===== src/rtl/prf_pkg.sv =====
package prf_pkg;

  localparam int PAL_ENTRIES = 256;
  localparam int IDX_W       = $clog2(PAL_ENTRIES);
  localparam int LVL_W       = 8;
  localparam int FIX_W       = 18;
  localparam int NUM_CH      = 3;
  localparam int ENTRY_W     = NUM_CH * FIX_W;
  localparam int CNT_W       = 5;
  localparam int PROD_W      = 14;
  localparam int SCALE_W     = LVL_W + FIX_W;

  typedef enum logic [1:0] {
    OP_LOAD   = 2'd0,
    OP_RAMP_A = 2'd1,
    OP_RAMP_B = 2'd2,
    OP_READ   = 2'd3
  } op_t;

  localparam logic [IDX_W-1:0]   RAMP_A_BASE = 8'h40;
  localparam logic [IDX_W-1:0]   RAMP_B_BASE = 8'hB0;
  localparam logic [CNT_W-1:0]   RAMP_A_LAST = 5'd31;
  localparam logic [CNT_W-1:0]   RAMP_B_LAST = 5'd6;
  localparam logic [LVL_W-1:0]   LVL_MAX     = 8'h3F;
  // (c << 16) / 100: c * 41943 / 64, then one correction step
  localparam logic [15:0]        FIX_RECIP   = 16'd41943;
  localparam logic [6:0]         FIX_DIV     = 7'd100;
  // w / 5 for w < 1024, w / 21 for w < 13000
  localparam logic [7:0]         DIV5_RECIP  = 8'd205;
  localparam logic [12:0]        DIV21_RECIP = 13'd6242;
  localparam logic [SCALE_W-1:0] ROUND_HALF  = 26'h8000;

  typedef struct packed {
    logic capture;
    logic cnt_clr;
    logic cnt_inc;
    op_t  op;
    logic prod_en;
    logic lvl_en;
    logic fix_en;
    logic wr_en;
    logic rd_en;
    logic out_en;
  } dp_cmd_t;

  typedef struct packed {
    logic last;
  } dp_stat_t;

endpackage


===== src/rtl/prf_ctrl.sv =====
module prf_ctrl (
  input  logic               clk,
  input  logic               rst_n,
  input  logic               start,
  input  prf_pkg::op_t       in_op,
  input  prf_pkg::dp_stat_t  stat,
  output logic               busy,
  output prf_pkg::dp_cmd_t   cmd
);

  import prf_pkg::*;

  typedef enum logic [2:0] {
    ST_IDLE,
    ST_RD,
    ST_OUT,
    ST_PROD,
    ST_LVL,
    ST_FIX,
    ST_WR
  } state_t;

  state_t state_r, state_nxt;
  op_t    op_r, op_nxt;
  logic   busy_r, busy_nxt;
  logic   accept;

  assign accept = start & ~busy_r;
  assign busy   = busy_r;

  always_comb begin
    state_nxt = state_r;
    op_nxt    = op_r;
    cmd       = '0;
    cmd.op    = op_r;

    case (state_r)
      ST_IDLE: begin
        state_nxt = ST_IDLE;
      end
      ST_RD: begin
        cmd.rd_en = 1'b1;
        state_nxt = ST_OUT;
      end
      ST_OUT: begin
        cmd.out_en = 1'b1;
        state_nxt  = ST_IDLE;
      end
      ST_PROD: begin
        cmd.prod_en = 1'b1;
        state_nxt   = ST_LVL;
      end
      ST_LVL: begin
        cmd.lvl_en = 1'b1;
        state_nxt  = ST_FIX;
      end
      ST_FIX: begin
        cmd.fix_en = 1'b1;
        state_nxt  = ST_WR;
      end
      ST_WR: begin
        cmd.wr_en = 1'b1;
        if (op_r == OP_LOAD || stat.last) begin
          state_nxt = ST_IDLE;
        end else begin
          cmd.cnt_inc = 1'b1;
          state_nxt   = ST_PROD;
        end
      end
      default: begin
        state_nxt = ST_IDLE;
      end
    endcase

    if (accept) begin
      cmd.capture = 1'b1;
      cmd.cnt_clr = 1'b1;
      op_nxt      = in_op;
      case (in_op)
        OP_LOAD:   state_nxt = ST_LVL;
        OP_RAMP_A: state_nxt = ST_PROD;
        OP_RAMP_B: state_nxt = ST_PROD;
        OP_READ:   state_nxt = ST_RD;
        default:   state_nxt = ST_IDLE;
      endcase
    end

    busy_nxt = !(state_nxt == ST_IDLE || state_nxt == ST_OUT);
  end

  always_ff @(posedge clk) begin
    if (!rst_n) begin
      state_r <= ST_IDLE;
      op_r    <= OP_LOAD;
      busy_r  <= 1'b0;
    end else begin
      state_r <= state_nxt;
      op_r    <= op_nxt;
      busy_r  <= busy_nxt;
    end
  end

endmodule


===== config.mk =====
export PLATFORM = sky130hd
export DESIGN_NAME = prf_ctrl
export DESIGN_NICKNAME = d
export VERILOG_FILES = /design/src/rtl/prf_pkg.sv /design/src/rtl/prf_ctrl.sv
export SDC_FILE = /design/constraint.sdc
export NUM_CORES = 1
export LEC_CHECK = 0
export ABC_AREA = 0
export BUFFER_PORTS_ARGS = -buffer_cell sky130_fd_sc_hd__buf_2
export CORE_AREA = 4 4 41 43
export CTS_BUF_LIST = sky130_fd_sc_hd__clkbuf_4
export DETAILED_ROUTE_END_ITERATION = 10
export DIE_AREA = 0 0 45 47
export GPL_ROUTABILITY_DRIVEN = 0
export HOLD_SLACK_MARGIN = 0.08
export MAX_ROUTING_LAYER = met4
export PLACE_DENSITY = 0.57
export SYNTH_ARGS = -nofsm -noshare
export SYNTH_HDL_FRONTEND = slang
export SYNTH_SLANG_ARGS = --single-unit
export TNS_END_PERCENT = 30

===== constraint.sdc =====
create_clock -name clk -period 1.8 [get_ports clk]
set_input_delay 0.45 -clock clk [delete_from_list [all_inputs] [get_ports clk]]
set_output_delay 0.45 -clock clk [all_outputs]
set_load 0.05 [all_outputs]

# After elaboration in Yosys (flattened, before gate mapping)

Index checks and enable logic that the tools add are counted.
Widths: inputs -> output; s select.

Register bits after elaboration: 6
Input bits: 6
Output and inout port bits: 12
Logic and storage cells: 35

Eq/ne operators: 10
Muxes and demuxes: 13
Bitwise operators: 2
Reduce and logical (&&, ||, !) cells: 7

Operators by type and width:

| operator           | count |
|---|---|
| $pmux 3 s5         | 1 |
| $eq 3x2->1 const B | 3 |
| $eq 3x3->1 const B | 3 |
| $pmux 3 s3         | 1 |
| $mux 1             | 8 |
| $eq 2x2->1 const B | 2 |
| $logic_not 2->1    | 2 |
| $mux 2             | 2 |
| $eq 3x1->1 const B | 1 |
| $logic_not 3->1    | 1 |
| $mux 3             | 1 |
| $eq 2x1->1 const B | 1 |
| $logic_or 1x1->1   | 2 |
| $reduce_or 2->1    | 1 |
| $and 1x1->1        | 1 |
| $logic_not 1->1    | 1 |
| $not 1->1          | 1 |

# Depth between registers and ports, before layout

Gate-level depths: netlist of run 1.

Depth in word-level cells: 8
Depth in mapped cells: 4
Gate-level depth less buffers: 4

# Worst setup path after synthesis of run 1

Ideal clock, no wire load.

Kind: reg-to-output
Start: register state_r[1]
End: output port cmd[0] (netlist name)
Arrival: 1547 ps
Required time: 1350 ps
Setup slack: -197 ps
Stages on the path, launching flop included: 2
Path buffers: 0
Cells stage by stage: dfxtp_1 nor3b_1

RTL lines:

| element                | line           | RTL |
|---|---|---|
| start, declared        | prf_ctrl.sv:23 | `state_t state_r, state_nxt;` |
| start signal, assigned | prf_ctrl.sv:97 | `state_r <= state_nxt;` |
| end, declared          | prf_ctrl.sv:8  | `output prf_pkg::dp_cmd_t cmd` |

==> results of run 1 <==
==> per-stage QoR <==
stage	TNS (ns)	instance area, um^2	hold slack (ns)	power, uW
2_1_floorplan	-0.244	339	0.561	274
5_1_grt	0	462	0.457	463
3_5_place_dp	0	435	0.467	306
3_3_place_gp	0	435	0.460	304
6_report	0	462	0.450	433
4_1_cts	0	458	0.450	438
==> power by group <==
part,internal [uW],total [uW],switching (uW),leakage [uW]
logic,41.4,144,103,0.000188
clock network,75.8,130,54.2,0.0000138
registers,146,159,13.1,0.0000499
==> cell type report <==
class                      instances  area [um^2]
multi-input combinational         29          181
tap                               15         18.8
clock buffer                       3         22.5
timing repair buffer              18         95.1
sequential                         6          121
fill                             147          840
inverter                           6         22.5
==> logic make-up after synthesis <==
| logic type | share of synthesized area (%) |
|---|---|
| AO/OA/AOI/OAI | 19.1 |
| buffers and inverters | 11.2 |
| adder cells (fa/ha/maj) | 3.74 |
| flip-flops | 36.0 |
| AND/OR/NAND/NOR | 30.0 |
==> cells in the final DEF (no fill, tap or decap) <==
| cell | n |
|---|---|
| and3b_2 | 1 |
| o221a_2 | 1 |
| nand2b_1 | 3 |
| ha_1 | 1 |
| nand2b_2 | 1 |
| or3_1 | 1 |
| buf_2 | 16 |
| nor2_1 | 6 |
| o21ai_0 | 1 |
| inv_1 | 6 |
| buf_4 | 1 |
| clkbuf_4 | 4 |
| dfxtp_1 | 5 |
| nand3b_1 | 1 |
| o211ai_1 | 1 |
| dfxtp_2 | 1 |
| o21bai_1 | 1 |
| a211oi_1 | 2 |
| nor3b_2 | 1 |
| o21a_1 | 1 |
| nand2_1 | 5 |
| a21oi_1 | 2 |
==> worst max-delay path by stage <==
stage                                      from     end  slack, ns  depth (start not counted)
after detailed placement                   stat  cmd[8]       0.20                          4
after floorplan            op_r[1]$_SDFFE_PN0P_  cmd[8]      -0.15                          2
after CTS                 state_r[2]$_SDFF_PN0_  cmd[8]       0.09                          3
after global placement                     stat  cmd[8]       0.20                          4
final                     state_r[1]$_SDFF_PN0_  cmd[8]       0.14                          3
after global routing      state_r[1]$_SDFF_PN0_  cmd[8]       0.03                          3
==> layer usage <==
metal  global-route usage [%]  wire length, um  vias to the layer above
li1                         -                -                      182
met1                     12.3              415                      151
met2                     13.3              351                       17
met3                     4.60               81                        0
met4                     7.02                0                        0
met5                        -                0                        -
==> critical path, delay by kind of cell (launching register included) <==
family	cells	cell delay (ns)
flip-flops	1	0.42
AND/OR/NAND/NOR	2	0.29
buffers and inverters	1	0.26
==> state kept, by name, summed over array words and instances, names as in the netlist <==
name	cells
busy	1
op_r	2
state_r	3
==> what timing repair did <==
item                       4_1_cts  5_1_grt
setup endpoints to repair        0        1
gates resized for setup          0        2
hold buffers                     0        0
==> flow_summary.json, run 1 <==
{
  "status": "finished clean",
  "drc": 0,
  "critical_path_arrival_ns": 1.21,
  "cts_buffers": 3,
  "die_y_um": 47,
  "hold_end": "op_r[1]$_SDFFE_PN0P_",
  "crit_fanout": 7,
  "ys_seq_area_share_pct": 36.0,
  "die_area_mm2": 0.00212,
  "p_per_area_mw_per_mm2": 939,
  "final_util_pct": 35.5,
  "synth_top_area_share_pct": 36.0,
  "irDropWorstVdd_mv": 0.368,
  "fin_ws_ns": 0.135,
  "hp-start": "in_op[1]",
  "cts-root-buf": "clkbuf_4",
  "setup_viol": 0,
  "wire_per_inst_um": 11.0,
  "fin_crit_sh_pct": 92.5,
  "clk_latency_ns": 0.25,
  "syn_inst": 43,
  "ioPinCount": 18,
  "max_freq_mhz": 601,
  "syn-cell-area_um2": 334,
  "netlist-cell-type-count": 19,
  "dr_total_vias": 350,
  "antenna_left": 0,
  "finalNonFillerCells": 77,
  "cts_sinks": 6,
  "grt_setup_unrepaired": "no",
  "timing.rr.start": "busy$_SDFF_PN0_",
  "start_util_pct": 25.7,
  "post-cts-setup-buffer-count": 0,
  "fin_nets": 71,
  "synthesis.nets": 50,
  "r2r-end": "busy$_SDFF_PN0_",
  "grt_pass1_vias": 335,
  "ys_top_cells_by_area": "dfxtp_1 (36%), inv_1 (6.7%), nor2_1 (6.7%)",
  "core_region_area_mm2": 0.00130,
  "layout-drive-gt1-share_pct": 41.9,
  "yosys-top-cells-count": "dfxtp_1 (6), inv_1 (6), nor2_1 (6), nand2_1 (5), nand2b_1 (3)",
  "maxCapViolations": 0,
  "grt_first_pass_wirelength_mm": 1.40,
  "cts_tree": "yes",
  "start_kind": "register",
  "cp.required_ns": 1.35,
  "synth_edf_count": 0,
  "hold_violations": 0,
  "clk_transition_reported_paths_ns": 0.05,
  "drt_first_pass_iters": 4,
  "fp-row-count": 13,
  "critPathKind": "reg -> out",
  "grt_max_degree": 8,
  "drtIter0Drc": 7,
  "detailed_place_hpwl_um": 640,
  "path_cells": "nand3b_1 -> nor2_1 -> clkbuf_4",
  "pre_cts_ws_ns": 0.203,
  "worst_clock_skew_ns": 0.00362,
  "yosys_warnings": 0,
  "worst_slew_margin_rel_pct": 80.6,
  "hp-class": "in -> reg",
  "endpoint_kind": "output pin",
  "r2r_slack_ns": 0.65,
  "drt-total-wl_um": 847,
  "worstMarginPinSlew_ns": 0.291,
  "dp_cells": 74,
  "syn_avg_cell_area_um2": 7.77,
  "period_minus_slack_ns": 1.66,
  "slowest_stage": "dfxtp_1",
  "synthFlopType": "dfxtp_1",
  "die_x_um": 45,
  "yosysTopAreaCell": "dfxtp_1",
  "cts-htree-levels": 1,
  "drv_slew": 0,
  "async_flop_share_pct": 0,
  "total_leakage_power_uw": 0.000252,
  "clockBufferDepth": 2,
  "ff2ff_path_depth": 5,
  "antenna_found_initial": 0,
  "port_buffers": 17,
  "cpPeakStageDelay_ns": 0.42,
  "n_antenna_cell": 0,
  "via_per_inst": 4.55,
  "synthToLayoutAreaGrowth_pct": 38.2,
  "groute.usage.overall_pct": 10.2,
  "ys_seq_elements": 6,
  "holdPathStages": 3,
  "overflow": 0
}
Power figures use the tool's default switching activity.
==> inputs of run 2 (changes only) <==
==> constraint.sdc (replaced) <==
create_clock -name clk -period 1.8 [get_ports clk]
set_input_delay 0.36 -clock clk [delete_from_list [all_inputs] [get_ports clk]]
set_output_delay 0.36 -clock clk [all_outputs]
set_load 0.05 [all_outputs]
==> run 2 against run 1 <==
Against the previous run:
- critical endpoint is now cmd[9]
- sequential share of layout area up 0.38 points
- utilization is 0.87 points lower
- cell count down 1.3%
- clock-buffer cell count stayed put
- final area shrank 2.4%
- critical path depth stayed put
==> flow_summary.json, run 2 (synthesis gave the netlist of run 1 again) <==
{
  "status": "finished clean",
  "sw_frac_of_total_pct": 39.1,
  "cts_tree": "yes",
  "pwr-share-seq_pct": 37.2,
  "dr_total_vias": 330,
  "drv_slew": 0,
  "cts-htree-levels": 1,
  "critical_path_arrival_ns": 1.28,
  "layout_common_cells": "buf_2 (17), inv_1 (6), nor2_1 (6), dfxtp_1 (6), nand2_1 (5)",
  "p_int_uw": 260,
  "crit_cells": 3,
  "cts-root-buf": "clkbuf_4",
  "p_comb_share_pct": 33.0,
  "fin_crit_sh_pct": 90.9,
  "r2r_slack_ns": 0.69,
  "antenna_left": 0,
  "antenna_found_initial": 0,
  "fp-row-count": 13,
  "core_region_area_mm2": 0.00130,
  "max_freq_mhz": 611,
  "grt_max_degree": 8,
  "fin_nets": 70,
  "drt_first_pass_iters": 4,
  "pre_cts_ws_ns": 0.366,
  "overflow": 0,
  "ff2ff_path_depth": 4,
  "clk_latency_ns": 0.25,
  "drt-total-wl_um": 827,
  "period_minus_slack_ns": 1.64,
  "clk_transition_reported_paths_ns": 0.05,
  "setup_viol": 0,
  "critPathKind": "reg -> out",
  "via_per_inst": 4.34,
  "postCtsHoldBufs": 0,
  "total_leakage_power_uw": 0.000247,
  "die_area_mm2": 0.00212,
  "clockPowerShare_pct": 29.8,
  "grt_pass1_vias": 339,
  "holdPathStages": 3,
  "post-cts-setup-buffer-count": 0,
  "worst_clock_skew_ns": 0.00414,
  "drtIter0Drc": 5,
  "groute.usage.overall_pct": 10.2,
  "cpPeakStageDelay_ns": 0.30,
  "port_buffers": 17,
  "netSwitchingPower_uw": 167,
  "start_kind": "register",
  "cts_buffers": 3,
  "grt_first_pass_wirelength_mm": 1.42,
  "path_buf_inv": 2,
  "maxCapViolations": 0,
  "hold_violations": 0,
  "crit_family": "buffers and inverters",
  "endpoint_kind": "output pin",
  "whs_ns": 0.367,
  "cts_resized": 0,
  "clockBufferDepth": 2,
  "cp.required_ns": 1.44,
  "ioPinCount": 18,
  "start_util_pct": 25.7,
  "layout-drive-gt1-share_pct": 39.3,
  "synthToLayoutAreaGrowth_pct": 34.8,
  "die_y_um": 47,
  "irDropWorstVdd_mv": 0.402,
  "fin_ws_ns": 0.164,
  "regMostFlops": "state_r",
  "detailed_place_hpwl_um": 613,
  "path_cells": "nand2b_1 -> inv_1 -> buf_2",
  "n_antenna_cell": 0,
  "grt_setup_unrepaired": "no",
  "wire_per_inst_um": 10.9,
  "hp-class": "in -> reg",
  "worst_slew_margin_rel_pct": 78.9,
  "layout_commonest_cell": "buf_2",
  "slowest_stage": "dfxtp_1",
  "worstMarginPinSlew_ns": 0.315,
  "p_per_area_mw_per_mm2": 947,
  "crit_fanout": 7,
  "cts_sinks": 6,
  "die_x_um": 45,
  "largest_register_ffs": 3,
  "drc": 0
}
-- run 2: tightest hold or removal path, cell delays in order --
cell,delay (ns)
buf_2,0.11
nand2_1,0.05
a21oi_1,0.05
-- run 2: power by group through the flow --
stage / clock, uW / sequential, uW / combinational (uW)
after floorplan: 0 / 180 / 94.5
after global placement: 0 / 162 / 140
after detailed placement: 0 / 161 / 140
after CTS: 132 / 159 / 142
after global routing: 140 / 161 / 151
final: 127 / 159 / 141
-- run 2: cell type report --
cell class | count | area, um^2
fill | 143 | 851
multi-input combinational | 29 | 181
sequential | 6 | 120
timing repair buffer | 17 | 85.1
clock buffer | 3 | 22.5
inverter | 6 | 22.5
tap | 15 | 18.8
-- run 2: final timing paths --
check	from	to
max reg2reg	busy$_SDFF_PN0_	state_r[0]$_SDFF_PN0_
min reg2reg	op_r[1]$_SDFFE_PN0P_	op_r[1]$_SDFFE_PN0P_
max	busy$_SDFF_PN0_	cmd[9]
min	in_op[0]	op_r[0]$_SDFFE_PN0P_
-- run 2: stage by stage --
step | power (uW) | setup TNS (ns) | instances | util [%] | cell area [um^2]
finish | 427 | 0 | 76 | 34.6 | 450
global route | 453 | 0 | 76 | 34.6 | 450
CTS | 432 | 0 | 76 | 34.6 | 450
detailed placement | 301 | 0 | 73 | 32.9 | 428
global placement | 301 | 0 | 73 | 32.9 | 428
floorplan | 274 | -0.154 | 43 | - | 339
-- run 2: layer usage --
metal  up-vias  global-route usage [%]  wire (um)
met5         -                       -          0
met4         0                    5.26          5
met3         2                    5.75         86
met2        16                    13.6        333
met1       130                    12.0        402
li1        182                       -          -
==> inputs of run 3 (changes only) <==
Settings changed: CTS_BUF_LIST sky130_fd_sc_hd__clkbuf_4 to sky130_fd_sc_hd__clkbuf_16.
==> run 3 against run 2 <==
Against the previous run:
- maximum frequency up 1.1%
- die area unchanged
- global-route usage up 0.16 points
- sequential power about the same
- combinational power about the same
- critical path type unchanged
- largest power group is now clock
- highest routed layer unchanged
==> flow_summary.json, run 3 (synthesis gave the netlist of run 1 again) <==
{
  "total_leakage_power_uw": 0.000270,
  "p_int_uw": 470,
  "total_power_uw": 658,
  "detailed_place_hpwl_um": 613,
  "grt_first_pass_wirelength_mm": 1.39,
  "cts_tree": "yes",
  "grt_setup_unrepaired": "no",
  "worst_clock_skew_ns": 0.00187,
  "groute.usage.overall_pct": 10.4,
  "pwr-share-seq_pct": 24.2,
  "crit_start": "state_r[2]$_SDFF_PN0_",
  "clockPowerShare_pct": 54.6,
  "wire_per_inst_um": 10.4,
  "grt_max_degree": 8,
  "via_per_inst": 4.29,
  "core_region_area_mm2": 0.00130,
  "critical_path_arrival_ns": 1.26,
  "drv_slew": 0,
  "clockBufferDepth": 2,
  "highest_layer": "met4",
  "antenna_left": 0,
  "regMostFlops": "state_r",
  "p_comb_share_pct": 21.2,
  "overflow": 0,
  "fin_crit_sh_pct": 89.9,
  "whs_ns": 0.391,
  "netSwitchingPower_uw": 188,
  "drtIter0Drc": 6,
  "endpoint_kind": "output pin",
  "post-cts-setup-buffer-count": 0,
  "period_minus_slack_ns": 1.62,
  "cts-root-buf": "clkbuf_16",
  "met3_length_um": 79,
  "worst_slew_margin_rel_pct": 82.1,
  "maxCapViolations": 0,
  "start_kind": "register",
  "final_util_pct": 38.7,
  "largest_register_ffs": 3,
  "clk_transition_reported_paths_ns": 0.03,
  "critPathKind": "reg -> out",
  "design_area_um2": 503,
  "irDropWorstVdd_mv": 0.624,
  "die_x_um": 45,
  "setup_viol": 0,
  "drc": 0,
  "cts-htree-levels": 1,
  "r2r_slack_ns": 0.71,
  "status": "finished clean",
  "fin_nets": 70,
  "postCtsHoldBufs": 0,
  "fin_setup_tns_ns": 0,
  "sw_frac_of_total_pct": 28.6,
  "layout_commonest_cell": "buf_2",
  "cts_resized": 0,
  "max_freq_mhz": 618,
  "fillerInstances": 134,
  "grt_pass1_vias": 336,
  "placed_area_um2": 428,
  "fp-row-count": 13,
  "die_y_um": 47,
  "clk_latency_ns": 0.23,
  "ioPinCount": 18,
  "cp.required_ns": 1.44,
  "antenna_found_initial": 0,
  "layout_common_cells": "buf_2 (17), inv_1 (6), nor2_1 (6), dfxtp_1 (6), nand2_1 (5)",
  "crit_fanout": 7,
  "worstMarginPinSlew_ns": 0.268,
  "die_area_mm2": 0.00212,
  "n_antenna_cell": 0,
  "synthToLayoutAreaGrowth_pct": 50.6,
  "hp-start": "in_op[0]",
  "drt_first_pass_iters": 4,
  "met2_length_um": 289,
  "drt-total-wl_um": 792,
  "start_util_pct": 25.7,
  "layout-drive-gt1-share_pct": 39.3,
  "port_buffers": 17,
  "hp-class": "in -> reg",
  "p_per_area_mw_per_mm2": 1310,
  "cts_sinks": 6,
  "timing.rr.start": "busy$_SDFF_PN0_",
  "cts_buffers": 3,
  "met1Wirelength_um": 395,
  "dr_total_vias": 326,
  "hold_violations": 0
}
## run 3: worst max-delay path: stages (launching register included)
cell      delay, ns
dfxtp_1        0.44
nand3b_1       0.14
nor2_1         0.16
buf_2          0.29
## run 3: final timing paths
check                    endpoint  cells past startpoint
max                        cmd[8]                      3
min          op_r[0]$_SDFFE_PN0P_                      3
max reg2reg       busy$_SDFF_PN0_                      4
min reg2reg  op_r[1]$_SDFFE_PN0P_                      2
## run 3: area by class of cell
cell class	instances	area [um^2]	area share [%]
flip-flops and latches	6	120	23.9
repair buffers	17	85.1	16.9
inverters	6	22.5	4.48
multi-input cells	29	181	36.1
clock buffers	3	75.1	14.9
well taps	15	18.8	3.73
## run 3: metal layers
layer,global-route usage (%),vias to the layer above
met3,5.75,2
met4,8.77,0
met1,12.5,130
li1,-,179
met2,11.9,15
met5,-,-
## run 3: through the flow
stage / setup WS, ns / std cells
2_1_floorplan: -0.0918 / 43
3_5_place_dp: 0.366 / 73
3_3_place_gp: 0.349 / 73
6_report: 0.182 / 76
4_1_cts: 0.179 / 76
5_1_grt: 0.0979 / 76
## run 3: power groups by stage
stage / clock, uW / sequential [uW] / combinational [uW]
2_1_floorplan: 0 / 180 / 94.5
3_3_place_gp: 0 / 162 / 140
3_5_place_dp: 0 / 161 / 140
4_1_cts: 368 / 159 / 141
5_1_grt: 382 / 162 / 151
6_report: 359 / 159 / 140
